==> config.mk <==
export PLATFORM = sky130hd
export DESIGN_NAME = line_transient_supervisor_core_flat
export DESIGN_NICKNAME = d
export VERILOG_FILES = /design/src/design/lts_pkg.sv /design/src/design/lts_if.sv /design/src/design/lts_window.sv /design/src/design/lts_seq.sv /design/src/design/line_transient_supervisor_core.sv /design/src/flat_wrapper.sv
export SDC_FILE = /design/constraint.sdc
export NUM_CORES = 1
export LEC_CHECK = 0
export BUFFER_PORTS_ARGS = -buffer_cell sky130_fd_sc_hd__clkbuf_2
export CORE_MARGIN = 1
export CORE_UTILIZATION = 30
export CTS_BUF_LIST = sky130_fd_sc_hd__clkbuf_16
export CTS_CLUSTER_SIZE = 25
export DETAILED_ROUTE_END_ITERATION = 8
export SYNTH_ARGS = -nofsm -noshare
export SYNTH_HDL_FRONTEND = slang
export SYNTH_SLANG_ARGS = --single-unit
==> constraint.sdc <==
create_clock -name clk -period 17.7 [get_ports clk]
set_input_delay 1.77 -clock clk [delete_from_list [all_inputs] [get_ports clk]]
set_output_delay 1.77 -clock clk [all_outputs]
set_load 0.005 [all_outputs]
==> src/design/lts_pkg.sv <==
// shared types, codes and constants of the line transient supervisor
package lts_pkg;

  localparam int LANES          = 4;
  localparam int SAMPLE_W       = 16;
  localparam int CFG_IDX_W      = 3;
  localparam int CHANNELS_DEF   = 4;
  localparam int UNDEF_MARK_DEF = 65535;

  localparam logic ACTION_TICK = 1'b0;
  localparam logic ACTION_SAVE = 1'b1;

  typedef enum logic [2:0] {
    ST_UNDEF = 3'd0,
    ST_SHORT = 3'd1,
    ST_BREAK = 3'd2,
    ST_OVER  = 3'd3,
    ST_UNDER = 3'd4,
    ST_NORM  = 3'd5
  } status_t;

  typedef enum logic [CFG_IDX_W-1:0] {
    REG_SETTLE_DEV   = 3'd0,
    REG_SHORT_TH     = 3'd1,
    REG_BREAK_TH     = 3'd2,
    REG_ERROR_MARGIN = 3'd3,
    REG_BLINK_PERIOD = 3'd4
  } cfg_reg_t;

  typedef enum logic [2:0] {
    PH_IDLE,
    PH_BAND,
    PH_SPEED,
    PH_LIMIT,
    PH_REFCHK,
    PH_DONE
  } phase_t;

  typedef struct packed {
    logic                action;
    logic [1:0]          channel;
    logic [SAMPLE_W-1:0] sample_now_0;
    logic [SAMPLE_W-1:0] sample_now_1;
    logic [SAMPLE_W-1:0] sample_now_2;
    logic [SAMPLE_W-1:0] sample_now_3;
    logic [SAMPLE_W-1:0] sample_prev_0;
    logic [SAMPLE_W-1:0] sample_prev_1;
    logic [SAMPLE_W-1:0] sample_prev_2;
    logic [SAMPLE_W-1:0] sample_prev_3;
  } item_t;

  typedef struct packed {
    logic [2:0]       held_status_0;
    logic [2:0]       held_status_1;
    logic [2:0]       held_status_2;
    logic [2:0]       held_status_3;
    logic [LANES-1:0] transient_mask;
    logic [LANES-1:0] led_mask;
    logic             save_done;
  } result_t;

  typedef struct packed {
    logic [CFG_IDX_W-1:0] index;
    logic [SAMPLE_W-1:0]  value;
  } cfg_write_t;

  typedef struct packed {
    logic above;
    logic below;
  } win_t;

  typedef struct packed {
    logic action_save;
    logic band_out;
    logic undef;
    logic limit_hit;
    logic out_free;
    logic item_fire;
  } seq_cond_t;

  typedef struct packed {
    phase_t phase;
    logic   ready;
    logic   load_result;
  } seq_ctrl_t;

endpackage

==> src/design/lts_if.sv <==
// handshake channels of the line transient supervisor
interface lts_item_if;
  logic          valid;
  logic          ready;
  lts_pkg::item_t data;
  modport source (output valid, output data, input ready);
  modport sink (input valid, input data, output ready);
endinterface

interface lts_result_if;
  logic            valid;
  logic            ready;
  lts_pkg::result_t data;
  modport source (output valid, output data, input ready);
  modport sink (input valid, input data, output ready);
endinterface

interface lts_cfg_if;
  logic               valid;
  logic               ready;
  lts_pkg::cfg_write_t data;
  modport source (output valid, output data, input ready);
  modport sink (input valid, input data, output ready);
endinterface

==> src/design/lts_window.sv <==
// shared window comparator: x against base plus and minus a margin, widened signed
module lts_window (
  input  logic [lts_pkg::SAMPLE_W-1:0] x,
  input  logic [lts_pkg::SAMPLE_W-1:0] hi_base,
  input  logic [lts_pkg::SAMPLE_W-1:0] lo_base,
  input  logic [lts_pkg::SAMPLE_W-1:0] margin,
  input  logic                         strict,
  output lts_pkg::win_t                win
);

  logic signed [lts_pkg::SAMPLE_W+1:0] xs;
  logic signed [lts_pkg::SAMPLE_W+1:0] hi;
  logic signed [lts_pkg::SAMPLE_W+1:0] lo;

  always_comb begin
    xs = $signed({2'b00, x});
    hi = $signed({2'b00, hi_base}) + $signed({2'b00, margin});
    lo = $signed({2'b00, lo_base}) - $signed({2'b00, margin});
    win.above = strict ? (xs > hi) : (xs >= hi);
    win.below = strict ? (xs < lo) : (xs <= lo);
  end

endmodule

==> src/design/lts_seq.sv <==
// sequencer: walks the channels through band, speed, limit and reference steps; saves skip band and speed
module lts_seq #(
  parameter int ACTIVE = lts_pkg::LANES,
  parameter int IDX_W  = 2
) (
  input  logic                clk,
  input  logic                rst,
  input  lts_pkg::seq_cond_t  cond,
  output lts_pkg::seq_ctrl_t  ctrl,
  output logic [IDX_W-1:0]    idx
);

  lts_pkg::phase_t phase;
  lts_pkg::phase_t phase_next;
  logic [IDX_W-1:0] idx_next;
  logic             last;
  lts_pkg::phase_t  first_step;

  assign last       = (idx == IDX_W'(ACTIVE - 1));
  assign first_step = cond.action_save ? lts_pkg::PH_LIMIT : lts_pkg::PH_BAND;

  always_ff @(posedge clk) begin
    if (rst) begin
      phase <= lts_pkg::PH_IDLE;
      idx   <= '0;
    end else begin
      phase <= phase_next;
      idx   <= idx_next;
    end
  end

  always_comb begin
    phase_next = phase;
    idx_next   = idx;
    case (phase)
      lts_pkg::PH_IDLE: begin
        idx_next = '0;
        if (cond.item_fire) begin
          phase_next = first_step;
        end
      end
      lts_pkg::PH_BAND: begin
        phase_next = cond.band_out ? lts_pkg::PH_SPEED : lts_pkg::PH_LIMIT;
      end
      lts_pkg::PH_SPEED: begin
        phase_next = lts_pkg::PH_LIMIT;
      end
      lts_pkg::PH_LIMIT: begin
        if (cond.undef || cond.limit_hit) begin
          if (last) begin
            phase_next = lts_pkg::PH_DONE;
          end else begin
            phase_next = first_step;
            idx_next   = idx + 1'b1;
          end
        end else begin
          phase_next = lts_pkg::PH_REFCHK;
        end
      end
      lts_pkg::PH_REFCHK: begin
        if (last) begin
          phase_next = lts_pkg::PH_DONE;
        end else begin
          phase_next = first_step;
          idx_next   = idx + 1'b1;
        end
      end
      lts_pkg::PH_DONE: begin
        if (cond.out_free) begin
          phase_next = lts_pkg::PH_IDLE;
        end
      end
      default: begin
        phase_next = lts_pkg::PH_IDLE;
      end
    endcase
  end

  always_comb begin
    ctrl.phase       = phase;
    ctrl.ready       = (phase == lts_pkg::PH_IDLE);
    ctrl.load_result = (phase == lts_pkg::PH_DONE) && cond.out_free;
  end

endmodule

==> src/design/line_transient_supervisor_core.sv <==
// top level of the line transient supervisor
//
// usage
//   item: one tick (action 0) with current and previous sample of each lane,
//     or one save (action 1) of the reference of the given channel.
//   result: one transfer per item with held statuses, transient and led masks
//     and the save flag; cfg: register writes, always ready, idle use only.
// sequencing
//   item.ready is high only while no item is in work. A tick runs each channel
//   through the shared window comparator two to four times (band, speed when
//   out of band, limits, reference when within limits); a save runs it through
//   limits and, when within limits, reference only. The result register is
//   loaded as the sequencer leaves its done state, and the next item is taken
//   once it is back in idle; the shared comparator sets the pace.
// stall
//   the result sits in an output register; the next item is accepted while it
//   waits, and that item is held at its end until the register is taken.
// reset
//   rst clears levels, references, leds, held statuses and the blink counter
//   and restores the register defaults; no result is pending afterwards.
module line_transient_supervisor_core #(
  parameter int              CHANNELS   = lts_pkg::CHANNELS_DEF,
  parameter logic [15:0]     UNDEF_MARK = 16'(lts_pkg::UNDEF_MARK_DEF)
) (
  input  logic           clk,
  input  logic           rst,
  lts_item_if.sink       item,
  lts_result_if.source   result,
  lts_cfg_if.sink        cfg
);

  localparam int ACTIVE = (CHANNELS < lts_pkg::LANES) ? CHANNELS : lts_pkg::LANES;
  localparam int IDX_W  = (ACTIVE > 1) ? $clog2(ACTIVE) : 1;
  localparam int SW     = lts_pkg::SAMPLE_W;

  logic [SW-1:0] settle_deviation;
  logic [SW-1:0] short_threshold;
  logic [SW-1:0] break_threshold;
  logic [SW-1:0] error_margin;
  logic [SW-1:0] blink_period;

  logic [SW-1:0]    steady [ACTIVE];
  logic [SW-1:0]    reference [ACTIVE];
  logic             captured [ACTIVE];
  logic             led [ACTIVE];
  lts_pkg::status_t held [ACTIVE];
  logic [SW-1:0]    blink_count;

  lts_pkg::item_t   item_q;
  logic             save_flag;
  lts_pkg::result_t result_q;
  logic             result_valid;

  lts_pkg::seq_cond_t cond;
  lts_pkg::seq_ctrl_t ctrl;
  logic [IDX_W-1:0]   idx;

  logic [SW-1:0] lane_now [lts_pkg::LANES];
  logic [SW-1:0] lane_prev [lts_pkg::LANES];
  logic [SW-1:0] now_sel;
  logic [SW-1:0] prev_sel;
  logic [SW-1:0] steady_sel;

  logic [SW-1:0] win_x;
  logic [SW-1:0] win_hi;
  logic [SW-1:0] win_lo;
  logic [SW-1:0] win_m;
  logic          win_strict;
  lts_pkg::win_t win;

  logic          item_fire;
  logic          save_ok;
  logic [SW-1:0] blink_inc;
  logic [lts_pkg::LANES-1:0] tmask;
  logic [lts_pkg::LANES-1:0] lmask;
  logic [2:0]    held_lane [lts_pkg::LANES];

  assign item_fire  = item.valid && item.ready;
  assign item.ready = ctrl.ready;
  assign cfg.ready  = 1'b1;
  assign result.valid = result_valid;
  assign result.data  = result_q;

  assign save_ok = ({1'b0, item.data.channel} < 3'(ACTIVE)) &&
                   (steady[item.data.channel[IDX_W-1:0]] != UNDEF_MARK);

  always_comb begin
    lane_now[0]  = item_q.sample_now_0;
    lane_now[1]  = item_q.sample_now_1;
    lane_now[2]  = item_q.sample_now_2;
    lane_now[3]  = item_q.sample_now_3;
    lane_prev[0] = item_q.sample_prev_0;
    lane_prev[1] = item_q.sample_prev_1;
    lane_prev[2] = item_q.sample_prev_2;
    lane_prev[3] = item_q.sample_prev_3;
    now_sel      = lane_now[idx];
    prev_sel     = lane_prev[idx];
    steady_sel   = steady[idx];
  end

  // operand selection for the shared comparator
  always_comb begin
    win_x      = steady_sel;
    win_hi     = reference[idx];
    win_lo     = reference[idx];
    win_m      = error_margin;
    win_strict = 1'b1;
    case (ctrl.phase)
      lts_pkg::PH_BAND: begin
        win_x  = now_sel;
        win_hi = steady_sel;
        win_lo = steady_sel;
        win_m  = settle_deviation;
      end
      lts_pkg::PH_SPEED: begin
        win_x      = now_sel;
        win_hi     = prev_sel;
        win_lo     = prev_sel;
        win_m      = settle_deviation;
        win_strict = idx[0];
      end
      lts_pkg::PH_LIMIT: begin
        win_hi = break_threshold;
        win_lo = short_threshold;
        win_m  = '0;
      end
      default: begin
        win_strict = 1'b1;
      end
    endcase
  end

  lts_window u_window (
    .x       (win_x),
    .hi_base (win_hi),
    .lo_base (win_lo),
    .margin  (win_m),
    .strict  (win_strict),
    .win     (win)
  );

  always_comb begin
    cond.action_save = item_fire ? (item.data.action == lts_pkg::ACTION_SAVE) :
                                   (item_q.action == lts_pkg::ACTION_SAVE);
    cond.band_out    = win.above || win.below;
    cond.undef       = (steady_sel == UNDEF_MARK);
    cond.limit_hit   = win.above || win.below;
    cond.out_free    = !result_valid || result.ready;
    cond.item_fire   = item_fire;
  end

  lts_seq #(
    .ACTIVE (ACTIVE),
    .IDX_W  (IDX_W)
  ) u_seq (
    .clk  (clk),
    .rst  (rst),
    .cond (cond),
    .ctrl (ctrl),
    .idx  (idx)
  );

  always_ff @(posedge clk) begin
    if (rst) begin
      settle_deviation <= 16'd100;
      short_threshold  <= 16'd1000;
      break_threshold  <= 16'd20000;
      error_margin     <= 16'd1000;
      blink_period     <= 16'd250;
    end else if (cfg.valid && cfg.ready) begin
      case (cfg.data.index)
        lts_pkg::REG_SETTLE_DEV:   settle_deviation <= cfg.data.value;
        lts_pkg::REG_SHORT_TH:     short_threshold  <= cfg.data.value;
        lts_pkg::REG_BREAK_TH:     break_threshold  <= cfg.data.value;
        lts_pkg::REG_ERROR_MARGIN: error_margin     <= cfg.data.value;
        lts_pkg::REG_BLINK_PERIOD: blink_period     <= cfg.data.value;
        default: ;
      endcase
    end
  end

  always_ff @(posedge clk) begin
    if (item_fire) begin
      item_q <= item.data;
    end
  end

  assign blink_inc = blink_count + 1'b1;

  always_ff @(posedge clk) begin
    if (rst) begin
      for (int c = 0; c < ACTIVE; c++) begin
        steady[c]    <= '0;
        reference[c] <= '0;
        captured[c]  <= 1'b0;
        led[c]       <= 1'b0;
        held[c]      <= lts_pkg::ST_UNDEF;
      end
      blink_count <= '0;
      save_flag   <= 1'b0;
    end else begin
      if (item_fire) begin
        save_flag <= 1'b0;
        if (item.data.action == lts_pkg::ACTION_SAVE && save_ok) begin
          reference[item.data.channel[IDX_W-1:0]] <= steady[item.data.channel[IDX_W-1:0]];
          save_flag <= 1'b1;
        end
      end
      case (ctrl.phase)
        lts_pkg::PH_BAND: begin
          if (!cond.band_out) begin
            led[idx]    <= 1'b0;
            steady[idx] <= now_sel;
          end
        end
        lts_pkg::PH_SPEED: begin
          if (win.above || win.below) begin
            if (blink_inc > blink_period) begin
              blink_count <= '0;
              steady[idx] <= UNDEF_MARK;
              led[idx]    <= !led[idx];
            end else begin
              blink_count <= blink_inc;
            end
          end else begin
            led[idx]      <= 1'b0;
            steady[idx]   <= now_sel;
            captured[idx] <= 1'b1;
            if (!captured[idx]) begin
              reference[idx] <= now_sel;
            end
          end
        end
        lts_pkg::PH_LIMIT: begin
          if (!cond.undef && cond.limit_hit) begin
            held[idx] <= win.below ? lts_pkg::ST_SHORT : lts_pkg::ST_BREAK;
          end
        end
        lts_pkg::PH_REFCHK: begin
          if (win.above) begin
            held[idx] <= lts_pkg::ST_OVER;
          end else if (win.below) begin
            held[idx] <= lts_pkg::ST_UNDER;
          end else begin
            held[idx] <= lts_pkg::ST_NORM;
          end
        end
        default: ;
      endcase
    end
  end

  always_comb begin
    for (int c = 0; c < lts_pkg::LANES; c++) begin
      tmask[c]     = 1'b0;
      lmask[c]     = 1'b0;
      held_lane[c] = 3'(lts_pkg::ST_UNDEF);
    end
    for (int c = 0; c < ACTIVE; c++) begin
      tmask[c]     = (steady[c] == UNDEF_MARK);
      lmask[c]     = led[c];
      held_lane[c] = held[c];
    end
  end

  always_ff @(posedge clk) begin
    if (rst) begin
      result_valid <= 1'b0;
    end else if (ctrl.load_result) begin
      result_valid <= 1'b1;
    end else if (result.ready) begin
      result_valid <= 1'b0;
    end
  end

  always_ff @(posedge clk) begin
    if (ctrl.load_result) begin
      result_q.held_status_0  <= held_lane[0];
      result_q.held_status_1  <= held_lane[1];
      result_q.held_status_2  <= held_lane[2];
      result_q.held_status_3  <= held_lane[3];
      result_q.transient_mask <= tmask;
      result_q.led_mask       <= lmask;
      result_q.save_done      <= save_flag;
    end
  end

endmodule

==> src/flat_wrapper.sv <==
// flat-port wrapper written by rule: the top's interface ports become plain ports
module line_transient_supervisor_core_flat 
#(
  parameter int              CHANNELS   = lts_pkg::CHANNELS_DEF,
  parameter logic [15:0]     UNDEF_MARK = 16'(lts_pkg::UNDEF_MARK_DEF)
)
  (clk, rst, item_valid, item_data, item_ready, result_valid, result_data, result_ready, cfg_valid, cfg_data, cfg_ready);
  lts_item_if item_i ();
  lts_result_if result_i ();
  lts_cfg_if cfg_i ();
  input  logic clk;
  input  logic rst;
  input wire logic [$bits(item_i.valid)-1:0] item_valid;
  input wire logic [$bits(item_i.data)-1:0] item_data;
  output wire logic [$bits(item_i.ready)-1:0] item_ready;
  output wire logic [$bits(result_i.valid)-1:0] result_valid;
  output wire logic [$bits(result_i.data)-1:0] result_data;
  input wire logic [$bits(result_i.ready)-1:0] result_ready;
  input wire logic [$bits(cfg_i.valid)-1:0] cfg_valid;
  input wire logic [$bits(cfg_i.data)-1:0] cfg_data;
  output wire logic [$bits(cfg_i.ready)-1:0] cfg_ready;
  assign item_i.valid = item_valid;
  assign item_i.data = item_data;
  assign item_ready = item_i.ready;
  assign result_valid = result_i.valid;
  assign result_data = result_i.data;
  assign result_i.ready = result_ready;
  assign cfg_i.valid = cfg_valid;
  assign cfg_i.data = cfg_data;
  assign cfg_ready = cfg_i.ready;
  line_transient_supervisor_core #(.CHANNELS(CHANNELS), .UNDEF_MARK(UNDEF_MARK)) u_core (.clk(clk), .rst(rst), .item(item_i), .result(result_i), .cfg(cfg_i));
endmodule
==> impl_metrics.toml <==
[drt]
drc_errors = 0
vias = 14700
post_drt_wl_per_cell_um = 20.6
drt_pass1_iterations = 6
drt-vias-per-instance = 5.24
totalWireLength_um = 57900
drt-initial-drc-count = 1528
detail-route-antenna-nets = 0

[global_route]
grt_antenna_before_repair = 2
grt_usage_pct = 16.7
grt_max_degree = 80
grt_overflow = 0
grt_pass1_wl_um = 86400
grt_pass1_vias = 14300

[place]
place.gp.congestion = 1.00
dpl_cell_area_um2 = 22000
dpl.hpwl_um = 43500
port_buffers = 177

[die]
start_util_pct = 30.6
core_region_area_um2 = 66300
die_area_um2 = 68700
rows = 94
top_level_ports = 179
die_w_um = 262
die_h_um = 262

[worst_setup_path]
r2r-start = "u_core.u_seq.idx[0]"
worst_path_dominant_cell_family = "compound AO/OA/AOI/OAI gates"
critPathKind = "reg2reg"
cp.depth = 23
critical_path_buf_inv_count = 1
r2r_cells = 23
crit_fanout = 26
cp.arrival_ns = 8.65
crit_top_cell = "a21oi_1"
cp_slowest_cell = "o21ai_1"
slowest_delay_ns = 1.09
end_kind = "flip-flop"
crit_chain = "buf_4 > mux4_2 > nand2b_1 > a21oi_1 > a21oi_1 > ha_1 > a21o_1 > a21oi_1 > o21bai_1 > a21oi_1 > o31ai_1 > nor4_1 > nor3_1 > xnor2_1 > ha_1 > nand2_1 > nor4_1 > nand4_1 > o21ai_1 > o311ai_1 > a21oi_2 > a32oi_4 > o21ai_1"
cp.required_ns = 17.87
critPathLaunchType = "flip-flop"
rr_endpoint = "u_core.reference[2][5]"
r2r_slack_ns = 9.23

[sta]
final.min_clock_period_ns = 8.47
finalClockSkew_ns = 0.0177
setup_tns_ns = 0
rsz0062_at_grt = "false"
hold_viol = 0
max_slew_margin_pct = 13.5
setup_viol = 0
report.final.slew_viol_count = 0
final.period_utilization_pct = 47.9
tightest_slew_ns = 1.29
timing.fmax_ghz = 0.118

[yosys]
avgSynthCellArea_um2 = 11.5
synth_nets = 2008
ys_seq_area_share_pct = 54.5
synth_top_family_by_area = "simple AND/OR/NAND/NOR gates"
synthFlopType = "edfxtp_1"
synth.distinct_cells = 73
synth_xor_area_share_pct = 1.77
synth-simple-area-share_pct = 13.8
yosysWarningCount = 0
syn_inst = 1770
synthAdderAreaFrac_pct = 5.19
synth-edff-count = 298
ys_ff_latch = 403
muxShareOfSynthArea_pct = 9.20
async_flop_share_pct = 0
synth_compound_area_share_pct = 12.0
synth.cell_area_um2 = 20300

[clocking]
cts_hold_buf = 0
post_cts_buffers = 0
cts_root_buffer = "clkbuf_16"
clk_latency_ns = 0.56
clk_pin_slew_ns = 0.06
clock_path_buffers = 3
cts_resized = 0
cts_sinks = 403
htree_levels = 2
cts_tree = "built"
numCtsBuffers = 44

[worst_hold_path]
hold_path_end = "result_data[14]"
hold_path.class = "reg2reg"
hp-start = "u_core.held[2][2]"
holdPathStages = 0

[power]
power_leakage_nw = 8.58
vdd_drop_max_uv = 152
power_density_nw_per_um2 = 186
total_power_mw = 4.34

[finish]
final_common_cell = "edfxtp_1"
areaGrowthSynthToFinish_pct = 15.1
drive_gt1_share_pct = 19.1
design_area_um2 = 23400
multi_input_area_um2 = 8530
fillers = 6571
nNetsFinal = 2152
seqCellArea_um2 = 11100
final_cell_mix = "edfxtp_1 (298), nand2_1 (246), clkbuf_2 (176), nor2_1 (154), a21oi_1 (146)"

[run_status]
outcome = "completed"

[run]
drv_cap = 0
where the power goes:
group	total, mW	switching (mW)	leakage, nW	internal [mW]
combinational	2.20	1.44	4.12	0.764
clock	0.865	0.374	0.670	0.491
sequential	1.27	0.0696	3.79	1.20
total	4.34	1.88	8.58	2.46
logic make-up after synthesis:
group / count (synthesis)
fa+ha+maj: 83
buf+inv: 180
mux: 84
flops: 403
simple gates: 608
other cells: 1
xor+xnor: 41
compound gates: 370
cell usage after synthesis (all sizes together), types with 17 or more instances:
cell type / number / share of area, %
edfxtp: 298 / 44
nand2: 246 / 4.6
nor2: 156 / 2.9
a21oi: 150 / 3.8
dfxtp: 105 / 10
mux4: 82 / 9.1
ha: 81 / 5.0
inv: 78 / 1.4
o21ai: 70 / 1.7
clkbuf: 67 / 1.2
nor3: 51 / 1.4
nand3: 36 / 0.89
buf: 34 / 0.94
nand4: 34 / 1.0
nand2b: 21 / 0.65
xnor2: 21 / 0.91
a21o: 20 / 0.74
xor2: 20 / 0.86
o211ai: 19 / 0.70
a22oi: 17 / 0.65
a32oi: 17 / 0.83
area by class of cell:
class,instances,share of cell area [%]
sequential,403,47.3
clock buffer,45,4.82
timing repair buffer,199,4.51
clock inverter,31,0.921
antenna,1,0.0107
tap,864,4.63
multi-input combinational,1187,36.5
inverter,79,1.28
worst max-delay path by stage:
stage,start,to,slack (ns)
floorplan,item_valid,u_core.reference[2][0],10.25
global placement,u_core.u_seq.idx[0],u_core.reference[2][3],9.45
detailed placement,u_core.u_seq.idx[0],u_core.reference[2][15],9.25
CTS,u_core.u_seq.idx[0],u_core.reference[2][5],9.25
global route,u_core.u_seq.idx[0],u_core.reference[2][15],8.46
finish,u_core.u_seq.idx[0],u_core.reference[2][5],9.23
routing by layer:
layer / track usage [%] / wire length, um / vias up
li1: - / - / 6873
met1: 22.5 / 24700 / 7108
met2: 26.1 / 26500 / 608
met3: 3.19 / 4270 / 125
met4: 7.02 / 2440 / 2
met5: 0 / 11 / -
flip-flops by register name, summed over array words and instances, names as in the netlist, 3 cells and up, named ones only:
signal / cells
u_core.short_threshold: 16
u_core.error_margin: 16
u_core.item_q: 129
u_core.result.data: 5
u_core.blink_count: 16
u_core.reference: 64
u_core.settle_deviation: 16
u_core.steady: 64
u_core.led: 4
u_core.held: 12
u_core.blink_period: 16
result_data: 16
u_core.u_seq.phase: 3
u_core.break_threshold: 16
u_core.captured: 4
through the flow:
step	hold WS [ns]	setup slack (ns)	instances	util, %
finish	0.423	9.23	2809	35.2
detailed placement	0.408	9.25	2732	33.2
floorplan	0.400	10.25	1770	-
global route	0.424	8.46	2809	35.2
CTS	0.417	9.25	2808	35.2
global placement	0.408	9.45	2732	33.2
Note: power is estimated with default switching activity, not from simulation.
